--- config.mk ---
export PLATFORM = sky130hd
export DESIGN_NAME = third_order_rate_limited_smoother
export DESIGN_NICKNAME = d
export VERILOG_FILES = /design/src/sv/trls_pkg.sv /design/src/sv/third_order_rate_limited_smoother.sv
export SDC_FILE = /design/constraint.sdc
export NUM_CORES = 2
export LEC_CHECK = 0
export BUFFER_PORTS_ARGS = -buffer_cell sky130_fd_sc_hd__clkbuf_2
export CORE_MARGIN = 3
export CORE_UTILIZATION = 50
export DETAILED_ROUTE_END_ITERATION = 6
export GPL_ROUTABILITY_DRIVEN = 0
export GPL_TIMING_DRIVEN = 0
export PLACE_DENSITY = 0.66
export SETUP_SLACK_MARGIN = 0.2
export SLEW_MARGIN = 20
export SYNTH_ARGS = -nofsm -noshare
export SYNTH_HDL_FRONTEND = slang
export SYNTH_SLANG_ARGS = --single-unit
--- constraint.sdc ---
create_clock -name i_clk -period 11.4 [get_ports i_clk]
set_clock_uncertainty 0.2 [all_clocks]
set_input_delay 3.42 -clock i_clk [delete_from_list [all_inputs] [get_ports i_clk]]
set_output_delay 3.42 -clock i_clk [all_outputs]
set_load 0.02 [all_outputs]
--- src/sv/trls_pkg.sv ---
// Types, constants, saturating helpers and the sequencer program of the smoother.
package trls_pkg;

    // Field and datapath widths.
    localparam int DATA_W    = 32;
    localparam int CFG_IDX_W = 2;
    localparam int DT_W      = 16;
    localparam int LIM_W     = 16;
    localparam int RET_W     = 16;
    localparam int FRAC_W    = 16;
    localparam int RET_FRAC  = 8;
    localparam int K_W       = 40;
    localparam int COEF_W    = 44;
    localparam int MA_W      = 32;
    localparam int MB_W      = 22;
    localparam int PROD_W    = MA_W + MB_W;
    localparam int SUM_W     = 76;
    localparam int Q_W       = SUM_W - FRAC_W;
    localparam int PC_W      = 6;

    localparam logic signed [DATA_W-1:0] SAT_MAX = {1'b0, {(DATA_W-1){1'b1}}};
    localparam logic signed [DATA_W-1:0] SAT_MIN = {1'b1, {(DATA_W-1){1'b0}}};

    // Filter constants in Q6.16.
    localparam logic [MB_W-1:0] C_SPEED = MB_W'(87818);
    localparam logic [MB_W-1:0] C_ACCEL = MB_W'(237240);
    localparam logic [MB_W-1:0] C_JERK  = MB_W'(640287);

    // Configuration register indexes and reset values.
    localparam logic [CFG_IDX_W-1:0] CFG_RATE = 2'd0;
    localparam logic [CFG_IDX_W-1:0] CFG_RET  = 2'd1;
    localparam logic [CFG_IDX_W-1:0] CFG_ON   = 2'd2;
    localparam logic [CFG_IDX_W-1:0] CFG_OFF  = 2'd3;
    localparam logic [DATA_W-1:0]    RATE_RST = 32'd65536;
    localparam logic [RET_W-1:0]     RET_RST  = 16'd256;

    // Request types.
    localparam logic REQ_UPDATE = 1'b0;
    localparam logic REQ_LOAD   = 1'b1;

    // Multiplier operand A selects.
    localparam logic [1:0] A_K_LO = 2'd0;
    localparam logic [1:0] A_K_HI = 2'd1;
    localparam logic [1:0] A_OPA  = 2'd2;

    // Multiplier operand B selects.
    localparam logic [3:0] B_RET   = 4'd0;
    localparam logic [3:0] B_CSPD  = 4'd1;
    localparam logic [3:0] B_CACC  = 4'd2;
    localparam logic [3:0] B_CJRK  = 4'd3;
    localparam logic [3:0] B_CS_LO = 4'd4;
    localparam logic [3:0] B_CS_HI = 4'd5;
    localparam logic [3:0] B_CA_LO = 4'd6;
    localparam logic [3:0] B_CA_HI = 4'd7;
    localparam logic [3:0] B_CJ_LO = 4'd8;
    localparam logic [3:0] B_CJ_HI = 4'd9;
    localparam logic [3:0] B_DT    = 4'd10;

    // Accumulator alignment of a product.
    localparam logic [1:0] SH_0  = 2'd0;
    localparam logic [1:0] SH_MB = 2'd1;
    localparam logic [1:0] SH_MA = 2'd2;

    // Write-back and operand preparation operations.
    localparam logic [3:0] OP_NONE    = 4'd0;
    localparam logic [3:0] OP_K       = 4'd1;
    localparam logic [3:0] OP_CS      = 4'd2;
    localparam logic [3:0] OP_CA      = 4'd3;
    localparam logic [3:0] OP_CJ      = 4'd4;
    localparam logic [3:0] OP_T       = 4'd5;
    localparam logic [3:0] OP_ACC     = 4'd6;
    localparam logic [3:0] OP_SPD     = 4'd7;
    localparam logic [3:0] OP_VAL     = 4'd8;
    localparam logic [3:0] OP_PREP_TV = 4'd9;
    localparam logic [3:0] OP_PREP_DA = 4'd10;
    localparam logic [3:0] OP_PREP_DJ = 4'd11;
    localparam logic [3:0] OP_PREP_MA = 4'd12;
    localparam logic [3:0] OP_PREP_ST = 4'd13;

    // Jump conditions.
    localparam logic JMP_NONE      = 1'b0;
    localparam logic JMP_NOT_BELOW = 1'b1;

    // Program addresses.
    localparam logic [PC_W-1:0] PC_START = 6'd0;
    localparam logic [PC_W-1:0] PC_COEF  = 6'd3;
    localparam logic [PC_W-1:0] PC_FIN   = 6'd34;

    typedef struct packed {
        logic                     req_type;
        logic signed [DATA_W-1:0] target;
        logic [DT_W-1:0]          time_step;
        logic signed [DATA_W-1:0] load_value;
        logic signed [DATA_W-1:0] load_speed;
    } t_in_item;

    typedef struct packed {
        logic signed [DATA_W-1:0] filtered_value;
        logic signed [DATA_W-1:0] filtered_speed;
    } t_out_item;

    typedef struct packed {
        logic            mul_en;
        logic [1:0]      a_sel;
        logic [3:0]      b_sel;
        logic            acc_clr;
        logic [1:0]      sh_sel;
        logic [3:0]      op;
        logic            jmp;
        logic [PC_W-1:0] jmp_tgt;
        logic            last;
    } t_uword;

    function automatic logic signed [DATA_W-1:0] sat_sum(input logic signed [DATA_W:0] s);
        if (s[DATA_W] != s[DATA_W-1]) begin
            return s[DATA_W] ? SAT_MIN : SAT_MAX;
        end
        return s[DATA_W-1:0];
    endfunction

    function automatic logic signed [DATA_W-1:0] sat_add(input logic signed [DATA_W-1:0] a,
                                                         input logic signed [DATA_W-1:0] b);
        return sat_sum({a[DATA_W-1], a} + {b[DATA_W-1], b});
    endfunction

    function automatic logic signed [DATA_W-1:0] sat_sub(input logic signed [DATA_W-1:0] a,
                                                         input logic signed [DATA_W-1:0] b);
        return sat_sum({a[DATA_W-1], a} - {b[DATA_W-1], b});
    endfunction

    // Magnitude as an unsigned word; the most negative value maps to 2^(DATA_W-1).
    function automatic logic [DATA_W-1:0] mag_of(input logic signed [DATA_W-1:0] x);
        return x[DATA_W-1] ? (~x + 1'b1) : x;
    endfunction

    function automatic t_uword mk(input logic mul_en, input logic [1:0] a_sel,
                                  input logic [3:0] b_sel, input logic acc_clr,
                                  input logic [1:0] sh_sel, input logic [3:0] op);
        t_uword uw;
        uw         = '0;
        uw.mul_en  = mul_en;
        uw.a_sel   = a_sel;
        uw.b_sel   = b_sel;
        uw.acc_clr = acc_clr;
        uw.sh_sel  = sh_sel;
        uw.op      = op;
        uw.jmp     = JMP_NONE;
        return uw;
    endfunction

    // Program of an update. A product issued at a step is first registered and then accumulated,
    // so a write-back that reads the accumulator sits after both of those writes.
    function automatic t_uword uc_rom(input logic [PC_W-1:0] pc);
        t_uword uw;
        uw = mk(1'b0, A_K_LO, B_RET, 1'b0, SH_0, OP_NONE);
        case (pc)
            6'd0: begin
                uw         = mk(1'b1, A_K_LO, B_RET, 1'b1, SH_0, OP_NONE);
                uw.jmp     = JMP_NOT_BELOW;
                uw.jmp_tgt = PC_COEF;
            end
            6'd2:  uw = mk(1'b0, A_K_LO, B_RET,   1'b0, SH_0,  OP_K);
            6'd3:  uw = mk(1'b1, A_K_LO, B_CSPD,  1'b1, SH_0,  OP_PREP_TV);
            6'd4:  uw = mk(1'b1, A_K_HI, B_CSPD,  1'b0, SH_MA, OP_NONE);
            6'd5:  uw = mk(1'b1, A_K_LO, B_CACC,  1'b1, SH_0,  OP_NONE);
            6'd6:  uw = mk(1'b1, A_K_HI, B_CACC,  1'b0, SH_MA, OP_CS);
            6'd7:  uw = mk(1'b1, A_K_LO, B_CJRK,  1'b1, SH_0,  OP_NONE);
            6'd8:  uw = mk(1'b1, A_K_HI, B_CJRK,  1'b0, SH_MA, OP_CA);
            6'd9:  uw = mk(1'b1, A_OPA,  B_CS_LO, 1'b1, SH_0,  OP_NONE);
            6'd10: uw = mk(1'b1, A_OPA,  B_CS_HI, 1'b0, SH_MB, OP_CJ);
            6'd12: uw = mk(1'b0, A_OPA,  B_RET,   1'b0, SH_0,  OP_T);
            6'd13: uw = mk(1'b0, A_OPA,  B_RET,   1'b0, SH_0,  OP_PREP_DA);
            6'd14: uw = mk(1'b1, A_OPA,  B_CA_LO, 1'b1, SH_0,  OP_NONE);
            6'd15: uw = mk(1'b1, A_OPA,  B_CA_HI, 1'b0, SH_MB, OP_NONE);
            6'd17: uw = mk(1'b0, A_OPA,  B_RET,   1'b0, SH_0,  OP_T);
            6'd18: uw = mk(1'b0, A_OPA,  B_RET,   1'b0, SH_0,  OP_PREP_DJ);
            6'd19: uw = mk(1'b1, A_OPA,  B_CJ_LO, 1'b1, SH_0,  OP_NONE);
            6'd20: uw = mk(1'b1, A_OPA,  B_CJ_HI, 1'b0, SH_MB, OP_NONE);
            6'd22: uw = mk(1'b0, A_OPA,  B_RET,   1'b0, SH_0,  OP_T);
            6'd23: uw = mk(1'b1, A_OPA,  B_DT,    1'b1, SH_0,  OP_NONE);
            6'd25: uw = mk(1'b0, A_OPA,  B_RET,   1'b0, SH_0,  OP_ACC);
            6'd26: uw = mk(1'b0, A_OPA,  B_RET,   1'b0, SH_0,  OP_PREP_MA);
            6'd27: uw = mk(1'b1, A_OPA,  B_DT,    1'b1, SH_0,  OP_NONE);
            6'd29: uw = mk(1'b0, A_OPA,  B_RET,   1'b0, SH_0,  OP_SPD);
            6'd30: uw = mk(1'b0, A_OPA,  B_RET,   1'b0, SH_0,  OP_PREP_ST);
            6'd31: uw = mk(1'b1, A_OPA,  B_DT,    1'b1, SH_0,  OP_NONE);
            6'd33: uw = mk(1'b0, A_OPA,  B_RET,   1'b0, SH_0,  OP_VAL);
            PC_FIN: begin
                uw      = mk(1'b0, A_OPA, B_RET, 1'b0, SH_0, OP_NONE);
                uw.last = 1'b1;
            end
            default: uw = mk(1'b0, A_K_LO, B_RET, 1'b0, SH_0, OP_NONE);
        endcase
        return uw;
    endfunction

endpackage

--- src/sv/third_order_rate_limited_smoother.sv ---
// Top level of the third-order rate-limited smoother with its microcoded datapath.
//
//  Channel  | Handshake                  | Payload
//  ---------+----------------------------+-------------------------------------
//  in       | i_in_valid / o_in_ready    | i_in  (trls_pkg::t_in_item)
//  out      | o_out_valid / i_out_ready  | o_out (trls_pkg::t_out_item)
//  cfg      | i_cfg_valid / o_cfg_ready  | i_cfg_index, i_cfg_data
//
// An update runs every sequencer step, skipping the return-rate steps when that rate does not
// apply; a load runs only the final step. The program is long because the single shared
// 32 x 22 multiplier takes every product of the update in turn.
// Reset (synchronous, active low) clears the state, the sequencer and the output valid,
// and holds both ready outputs low.
// A finished result waits in the output register; the final step stalls only while it is full.
module third_order_rate_limited_smoother (
    input  logic                                  i_clk,
    input  logic                                  i_rst_n,
    input  logic                                  i_in_valid,
    output logic                                  o_in_ready,
    input  trls_pkg::t_in_item                    i_in,
    output logic                                  o_out_valid,
    input  logic                                  i_out_ready,
    output trls_pkg::t_out_item                   o_out,
    input  logic                                  i_cfg_valid,
    output logic                                  o_cfg_ready,
    input  logic [trls_pkg::CFG_IDX_W-1:0]        i_cfg_index,
    input  logic [trls_pkg::DATA_W-1:0]           i_cfg_data
);

    // Configuration registers.
    logic [trls_pkg::DATA_W-1:0] r_rate;
    logic [trls_pkg::RET_W-1:0]  r_ret;
    logic [trls_pkg::LIM_W-1:0]  r_on;
    logic [trls_pkg::LIM_W-1:0]  r_off;

    // Sequencer and pipeline control.
    logic                         r_busy;
    logic [trls_pkg::PC_W-1:0]    r_pc;
    logic                         r_p_en;
    logic                         r_p_clr;
    logic [1:0]                   r_p_sh;
    logic                         r_out_valid;

    // Filter state.
    logic signed [trls_pkg::DATA_W-1:0] r_val;
    logic signed [trls_pkg::DATA_W-1:0] r_spd;
    logic signed [trls_pkg::DATA_W-1:0] r_accel;

    // Per-transaction operands and datapath registers.
    logic signed [trls_pkg::DATA_W-1:0] r_tgt;
    logic [trls_pkg::DT_W-1:0]          r_dt;
    logic                               r_below;
    logic                               r_use_off;
    logic [trls_pkg::K_W-1:0]           r_k;
    logic [trls_pkg::COEF_W-1:0]        r_cs;
    logic [trls_pkg::COEF_W-1:0]        r_ca;
    logic [trls_pkg::COEF_W-1:0]        r_cj;
    logic [trls_pkg::MA_W-1:0]          r_opa;
    logic                               r_neg;
    logic signed [trls_pkg::DATA_W-1:0] r_t;
    logic [trls_pkg::PROD_W-1:0]        r_prod;
    logic [trls_pkg::SUM_W-1:0]         r_sum;
    trls_pkg::t_out_item                r_out;

    trls_pkg::t_uword                   uw;
    logic                               in_acc;
    logic                               out_free;
    logic                               step_en;
    logic [trls_pkg::MA_W-1:0]          mul_a;
    logic [trls_pkg::MB_W-1:0]          mul_b;
    logic [trls_pkg::SUM_W-1:0]         prod_ext;
    logic [trls_pkg::SUM_W-1:0]         prod_al;
    logic [trls_pkg::SUM_W-1:0]         n_sum;
    logic [trls_pkg::Q_W-1:0]           q;
    logic                               pos_ovf;
    logic                               neg_ovf;
    logic [trls_pkg::DATA_W-1:0]        mag_sat;
    logic signed [trls_pkg::DATA_W-1:0] mres;
    logic signed [trls_pkg::DATA_W-1:0] sub_a;
    logic signed [trls_pkg::DATA_W-1:0] sub_b;
    logic signed [trls_pkg::DATA_W-1:0] diff;
    logic [trls_pkg::DATA_W-1:0]        spd_mag;
    logic [trls_pkg::DATA_W-1:0]        lim;
    logic [trls_pkg::DATA_W-1:0]        tgt_mag;
    logic [trls_pkg::DATA_W-1:0]        val_mag;
    logic                               in_below;
    logic                               in_opposite;

    assign uw          = trls_pkg::uc_rom(r_pc);
    assign o_in_ready  = i_rst_n && !r_busy;
    assign o_cfg_ready = i_rst_n;
    assign o_out_valid = r_out_valid;
    assign o_out       = r_out;
    assign in_acc      = i_in_valid && o_in_ready;
    assign out_free    = !r_out_valid || i_out_ready;
    assign step_en     = r_busy && !(uw.last && !out_free);

    // Return rate and limit choice are decided on the value held before the step.
    assign tgt_mag     = trls_pkg::mag_of(i_in.target);
    assign val_mag     = trls_pkg::mag_of(r_val);
    assign in_below    = tgt_mag < val_mag;
    assign in_opposite = (i_in.target[trls_pkg::DATA_W-1] && !r_val[trls_pkg::DATA_W-1]
                          && (r_val != '0))
                      || (!i_in.target[trls_pkg::DATA_W-1] && (i_in.target != '0)
                          && r_val[trls_pkg::DATA_W-1]);

    always_comb begin
        case (uw.a_sel)
            trls_pkg::A_K_LO: mul_a = r_k[trls_pkg::MA_W-1:0];
            trls_pkg::A_K_HI: mul_a = trls_pkg::MA_W'(r_k[trls_pkg::K_W-1:trls_pkg::MA_W]);
            trls_pkg::A_OPA:  mul_a = r_opa;
            default:          mul_a = '0;
        endcase
    end

    always_comb begin
        case (uw.b_sel)
            trls_pkg::B_RET:   mul_b = trls_pkg::MB_W'(r_ret);
            trls_pkg::B_CSPD:  mul_b = trls_pkg::C_SPEED;
            trls_pkg::B_CACC:  mul_b = trls_pkg::C_ACCEL;
            trls_pkg::B_CJRK:  mul_b = trls_pkg::C_JERK;
            trls_pkg::B_CS_LO: mul_b = r_cs[trls_pkg::MB_W-1:0];
            trls_pkg::B_CS_HI: mul_b = r_cs[trls_pkg::COEF_W-1:trls_pkg::MB_W];
            trls_pkg::B_CA_LO: mul_b = r_ca[trls_pkg::MB_W-1:0];
            trls_pkg::B_CA_HI: mul_b = r_ca[trls_pkg::COEF_W-1:trls_pkg::MB_W];
            trls_pkg::B_CJ_LO: mul_b = r_cj[trls_pkg::MB_W-1:0];
            trls_pkg::B_CJ_HI: mul_b = r_cj[trls_pkg::COEF_W-1:trls_pkg::MB_W];
            trls_pkg::B_DT:    mul_b = trls_pkg::MB_W'(r_dt);
            default:           mul_b = '0;
        endcase
    end

    assign prod_ext = trls_pkg::SUM_W'(r_prod);

    always_comb begin
        case (r_p_sh)
            trls_pkg::SH_MB: prod_al = prod_ext << trls_pkg::MB_W;
            trls_pkg::SH_MA: prod_al = prod_ext << trls_pkg::MA_W;
            default:         prod_al = prod_ext;
        endcase
        n_sum = (r_p_clr ? '0 : r_sum) + prod_al;
    end

    // Product magnitude shifted to Q16.16, saturated with the sign held in r_neg.
    always_comb begin
        q       = r_sum[trls_pkg::SUM_W-1:trls_pkg::FRAC_W];
        pos_ovf = |q[trls_pkg::Q_W-1:trls_pkg::DATA_W-1];
        neg_ovf = (|q[trls_pkg::Q_W-1:trls_pkg::DATA_W])
               || (q[trls_pkg::DATA_W-1] && (|q[trls_pkg::DATA_W-2:0]));
        if (r_neg) begin
            mag_sat = neg_ovf ? trls_pkg::SAT_MIN : q[trls_pkg::DATA_W-1:0];
        end else begin
            mag_sat = pos_ovf ? trls_pkg::SAT_MAX : q[trls_pkg::DATA_W-1:0];
        end
        mres = r_neg ? (~mag_sat + 1'b1) : mag_sat;
    end

    always_comb begin
        case (uw.op)
            trls_pkg::OP_PREP_DA: begin
                sub_a = r_t;
                sub_b = r_spd;
            end
            trls_pkg::OP_PREP_DJ: begin
                sub_a = r_t;
                sub_b = r_accel;
            end
            default: begin
                sub_a = r_tgt;
                sub_b = r_val;
            end
        endcase
        diff    = trls_pkg::sat_sub(sub_a, sub_b);
        spd_mag = trls_pkg::mag_of(r_spd);
        lim     = {(r_use_off ? r_off : r_on), {trls_pkg::FRAC_W{1'b0}}};
    end

    // Configuration, sequencer control and filter state.
    always_ff @(posedge i_clk) begin
        if (!i_rst_n) begin
            r_rate      <= trls_pkg::RATE_RST;
            r_ret       <= trls_pkg::RET_RST;
            r_on        <= '0;
            r_off       <= '0;
            r_busy      <= 1'b0;
            r_pc        <= trls_pkg::PC_START;
            r_p_en      <= 1'b0;
            r_p_clr     <= 1'b0;
            r_p_sh      <= trls_pkg::SH_0;
            r_out_valid <= 1'b0;
            r_val       <= '0;
            r_spd       <= '0;
            r_accel     <= '0;
        end else begin
            if (i_cfg_valid && o_cfg_ready) begin
                unique case (i_cfg_index)
                    trls_pkg::CFG_RATE: r_rate <= i_cfg_data;
                    trls_pkg::CFG_RET:  r_ret  <= i_cfg_data[trls_pkg::RET_W-1:0];
                    trls_pkg::CFG_ON:   r_on   <= i_cfg_data[trls_pkg::LIM_W-1:0];
                    trls_pkg::CFG_OFF:  r_off  <= i_cfg_data[trls_pkg::LIM_W-1:0];
                    default: ;
                endcase
            end

            r_p_en  <= step_en && uw.mul_en;
            r_p_clr <= uw.acc_clr;
            r_p_sh  <= uw.sh_sel;

            if (in_acc) begin
                r_busy <= 1'b1;
                if (i_in.req_type == trls_pkg::REQ_LOAD) begin
                    r_pc    <= trls_pkg::PC_FIN;
                    r_val   <= i_in.load_value;
                    r_spd   <= i_in.load_speed;
                    r_accel <= '0;
                end else begin
                    r_pc <= trls_pkg::PC_START;
                end
            end else if (step_en) begin
                if (uw.last) begin
                    r_busy <= 1'b0;
                end else if (uw.jmp == trls_pkg::JMP_NOT_BELOW && !r_below) begin
                    r_pc <= uw.jmp_tgt;
                end else begin
                    r_pc <= trls_pkg::PC_W'(r_pc + 1'b1);
                end
                unique case (uw.op)
                    trls_pkg::OP_ACC: r_accel <= trls_pkg::sat_add(r_accel, mres);
                    trls_pkg::OP_SPD: r_spd   <= trls_pkg::sat_add(r_spd, mres);
                    trls_pkg::OP_VAL: r_val   <= trls_pkg::sat_add(r_val, mres);
                    default: ;
                endcase
            end

            if (step_en && uw.last) begin
                r_out_valid <= 1'b1;
            end else if (i_out_ready) begin
                r_out_valid <= 1'b0;
            end
        end
    end

    // Datapath registers.
    always_ff @(posedge i_clk) begin
        if (in_acc) begin
            r_tgt     <= i_in.target;
            r_dt      <= i_in.time_step;
            r_below   <= in_below;
            r_use_off <= !in_opposite && in_below;
            r_k       <= trls_pkg::K_W'(r_rate);
        end
        if (step_en && uw.mul_en) begin
            r_prod <= trls_pkg::PROD_W'(mul_a) * trls_pkg::PROD_W'(mul_b);
        end
        if (r_p_en) begin
            r_sum <= n_sum;
        end
        if (step_en) begin
            unique case (uw.op) inside
                trls_pkg::OP_K:  r_k  <= r_sum[trls_pkg::K_W+trls_pkg::RET_FRAC-1:
                                               trls_pkg::RET_FRAC];
                trls_pkg::OP_CS: r_cs <= r_sum[trls_pkg::COEF_W+trls_pkg::FRAC_W-1:
                                               trls_pkg::FRAC_W];
                trls_pkg::OP_CA: r_ca <= r_sum[trls_pkg::COEF_W+trls_pkg::FRAC_W-1:
                                               trls_pkg::FRAC_W];
                trls_pkg::OP_CJ: r_cj <= r_sum[trls_pkg::COEF_W+trls_pkg::FRAC_W-1:
                                               trls_pkg::FRAC_W];
                trls_pkg::OP_T: begin
                    r_t   <= mres;
                    r_opa <= mag_sat;
                end
                trls_pkg::OP_PREP_TV, trls_pkg::OP_PREP_DA, trls_pkg::OP_PREP_DJ: begin
                    r_opa <= trls_pkg::mag_of(diff);
                    r_neg <= diff[trls_pkg::DATA_W-1];
                end
                trls_pkg::OP_PREP_MA: begin
                    r_opa <= trls_pkg::mag_of(r_accel);
                    r_neg <= r_accel[trls_pkg::DATA_W-1];
                end
                trls_pkg::OP_PREP_ST: begin
                    r_opa <= (spd_mag < lim) ? spd_mag : lim;
                    r_neg <= r_spd[trls_pkg::DATA_W-1];
                end
                default: ;
            endcase
            if (uw.last) begin
                r_out.filtered_value <= r_val;
                r_out.filtered_speed <= r_spd;
            end
        end
    end

    // An accepted transaction always starts the program at its entry or at the final step.
    a_accept_entry: assert property (@(posedge i_clk) disable iff (!i_rst_n)
        in_acc |=> (r_busy && (r_pc == trls_pkg::PC_START || r_pc == trls_pkg::PC_FIN)))
        else $error("accepted transaction did not start the sequencer");

    // A result appears only when the final step has run.
    a_out_from_fin: assert property (@(posedge i_clk) disable iff (!i_rst_n)
        $rose(r_out_valid) |-> $past(r_busy && uw.last))
        else $error("result presented without the final step");

    // The filter state holds while the sequencer is idle and nothing is accepted.
    a_idle_hold: assert property (@(posedge i_clk) disable iff (!i_rst_n)
        $past(i_rst_n && !r_busy && !in_acc)
        |-> ($stable(r_val) && $stable(r_spd) && $stable(r_accel)))
        else $error("filter state changed while idle");

endmodule
==> flow_summary_export.csv <==
group,metric,value,unit
timing,fin_crit_sh,96.0,%
floorplanning,die_area,138000,um^2
setup_path,critPathSlowestCell,"nor2_4",
placed_design,placed_area,70500,um^2
logic_synthesis,synth_fp_nets,8779,
logic_synthesis,yosysUniqueCellTypes,99,
logic_synthesis,netlist_top_cells_area,"edfxtp_1 (20%), fa_1 (18%), ha_1 (8.2%)",
placed_design,pre_cts_slack,-311,ps
logic_synthesis,synthTopCellsByCount,"nand2_1 (1,125), inv_1 (738), nor2_1 (640), fa_1 (602), a21oi_1 (462)",
detailed_routing,drc,2,
logic_synthesis,synth.area.mux_share,1.94,%
logic_synthesis,syn_area,66700,um^2
setup_path,setup.worst_path.end_class,"flip-flop",
clock_network,path_clk_slew,70,ps
timing,rsz0062_at_grt,"no",
power_and_ir_drop,power,8.68,mW
grt,grt_max_degree,58,
worst_hold_path,hold_path_class,"flip-flop to flip-flop",
logic_synthesis,synth_ff_type,"edfxtp_1",
timing,slew_headroom,9.62,%
logic_synthesis,synth_xor_area_share,4.77,%
logic_synthesis,synthCells,7589,
clock_network,cts_sinks,684,
floorplanning,pin_count,219,
floorplanning,coreArea,132000,um^2
logic_synthesis,yosys.area_share.simple,16.9,%
floorplanning,rows,133,
finish,fin_cells,9744,
power_and_ir_drop,p_per_area,119,nW/um^2
power_and_ir_drop,leakagePower,31.0,nW
logic_synthesis,ys_ff_latch,684,
placed_design,dp_cells,9582,
detailed_routing,antenna_left,0,
logic_synthesis,ys_async_sr_fraction,0,%
timing,layout_setup_ws,452,ps
detailed_routing,drt_wl_total,266000,um
power_and_ir_drop,ir_worst_vdd,0.109,mV
finish,nets,9099,
timing,fin_setup_tns,0,ps
detailed_routing,first_pass_iters,7,
logic_synthesis,synth_compound_gate_area_share,16.4,%
floorplanning,fp.dieW,371,um
grt,grt_overflow,0,
clock_network,clockBufferDepth,3,
logic_synthesis,synth-edff-count,441,
logic_synthesis,yosysTopAreaCell,"edfxtp_1",
timing,finalHoldViolations,0,
worst_hold_path,hold_start,"uw[14]$_SDFF_PP0_",
logic_synthesis,syn_area_per_cell,8.79,um^2
setup_path,cpPeakStageDelay,610,ps
setup_path,r2r_start,"uw[18]$_SDFF_PP0_",
floorplanning,initial_utilization,50.6,%
timing,max_freq,91.3,MHz
grt,grt_pass1_wl,385000,um
finish,post-route-util,55.5,%
placed_design,numPortBuffers,218,
floorplanning,die_h,371,um
setup_path,worst_path_most_repeated_cell,"fa_1",
setup_path,path_max_fanout,10,
logic_synthesis,synth_top_area_share,19.9,%
finish,fillers,12100,
status,violations,"DRC",
finish,drive_gt1_share,6.89,%
flow_run,cap_viol_max_count,0,
clock_network,cts_buffers,75,
grt,grt_antenna_before_repair,32,
placed_design,hpwlAfterDp,210000,um
setup_path,start_kind,"flip-flop",
detailed_routing,drtIter0Drc,8438,
setup_path,cp.arrival,11180,ps
setup_path,crit_required,11630,ps
logic_synthesis,yosysMostFrequentCell,"nand2_1",
finish,synthToLayoutAreaGrowth,9.80,%
grt,track_usage,38.0,%
logic_synthesis,synth_top_family_by_area,"adder cells",
logic_synthesis,synth_fa_ha_area_share,26.3,%
logic_synthesis,ys_seq_area_share,27.1,%
timing,worst_pin_slew,1360,ps
clock_network,cts_tree,"yes",
logic_synthesis,ys_warn_count,0,
status,status,"finished, violations left",
detailed_routing,drt-wirelength-per-cell,27.3,um
detailed_routing,num_vias,61700,
detailed_routing,via_per_inst,6.33,
clock_network,root_buffer,"clkbuf_16",
timing,hold_slack,233,ps
timing,finalMaxSlewViolations,0,
finish,finalInstanceArea,73300,um^2
clock_network,clock_latency,710,ps
grt,grt_pass1_vias,59500,
clock_network,cts_htree_levels,3,
timing,setup_violations,0,
setup_path,worstSetupStartpoint,"uw[18]$_SDFF_PP0_",
timing,final.min_clock_period,10950,ps
setup_path,crit_type,"flip-flop to flip-flop",
[flip-flops by register name (all words and copies together), names as in the netlist, 2 cells and up]
signal,flops
o_out,64
r_accel,32
r_ca,44
r_cj,44
r_cs,44
r_dt,16
r_k,40
r_off,16
r_on,16
r_opa,32
r_p_sh,2
r_pc,6
r_prod,54
r_rate,32
r_ret,16
r_spd,32
r_sum,76
r_t,32
r_tgt,32
r_val,32
uw,15
[cells by family after synthesis]
| logic type | Yosys count |
|---|---|
| fa+ha+maj | 1039 |
| compound gates | 1687 |
| buf+inv | 1165 |
| xor+xnor | 363 |
| flops | 684 |
| mux | 125 |
| simple gates | 2526 |
[report_power, final]
group / switching [mW] / internal (mW) / leakage [nW]
logic: 2.10 / 0.985 / 23.7
clock network: 1.13 / 1.44 / 1.23
registers: 0.209 / 2.82 / 6.07
total: 3.44 / 5.24 / 31.0
[critical path: cells and delay by family, from the launching register on]
family / cells / cell delay, ps
buf+inv: 8 / 1220
flops: 1 / 560
fa+ha+maj: 8 / 3640
simple gates: 6 / 1680
xor+xnor: 1 / 150
compound gates: 11 / 3210
[layout make-up]
type,count,area [um^2],area share [%]
clock buffers,91,2010,2.74
repair buffers,244,1500,2.05
clock inverters,48,514,0.702
plain buffers,422,1670,2.28
diodes,18,45.0,0.0615
multi-input cells,5740,44400,60.6
inverters,742,2790,3.81
flip-flops and latches,684,18100,24.7
well taps,1755,2200,3.00
[routing by layer]
| metal | global-route usage [%] | part of all wire (%) | vias up |
|---|---|---|---|
| li1 | - | - | 26700 |
| met4 | 30.2 | 10 | 14 |
| met3 | 11.1 | 13 | 1226 |
| met1 | 46.1 | 36 | 29600 |
| met2 | 56.4 | 42 | 4262 |
| met5 | 0 | 0.033 | - |
[placed cells by master (no fill, tap or decap), types with 28 or more instances in the layout]
master     synthesis  layout
a211oi_1          43      42
a21o_1           141     141
a21oi_1          462     457
a221o_1           37      37
a221oi_1          39      37
a22o_1            41      41
a22oi_1           67      67
a31oi_1          106     104
and2_1            72      72
and3_1            47      46
buf_1             39      39
clkbuf_1         363     345
clkbuf_16          0      77
clkbuf_2           1     243
dfxtp_1          243     242
edfxtp_1         441     441
fa_1             602     602
ha_1             436     436
inv_1            738     737
mux2_2            32      32
mux2i_1           93      93
nand2_1         1125    1124
nand2b_1          67      67
nand3_1          125     123
nand4_1           52      52
nor2_1           640     630
nor2b_1          130     130
nor3_1            90      86
o211ai_1          63      63
o21a_1            49      49
o21ai_0          293     291
o21ai_1           51      52
o21bai_1          37      37
o22ai_1           35      30
o31ai_1           51      50
o41ai_1           28      28
or2_2             36      36
or3_1             41      41
xnor2_1          242     241
xor2_1           121     120
[timing repair]
action | in CTS | in global routing
gates resized for setup | 14 | 46
setup buffers | 2 | 4
pin swaps | 1 | 2
gates cloned | 0 | 0
setup endpoints to repair | 16 | 14
hold buffers | 0 | 0
[worst paths after layout]
| kind | to | slack, ps | cells after the start |
|---|---|---|---|
| worst max-delay path | r_prod[53]$_DFFE_PP_ | 450 | 34 |
| worst min-delay path | r_p_clr$_SDFF_PN0_ | 230 | 1 |
| worst max register to register | r_prod[53]$_DFFE_PP_ | 450 | 34 |
| worst min register to register | r_p_clr$_SDFF_PN0_ | 230 | 1 |
(Power assumes the default switching activity.)
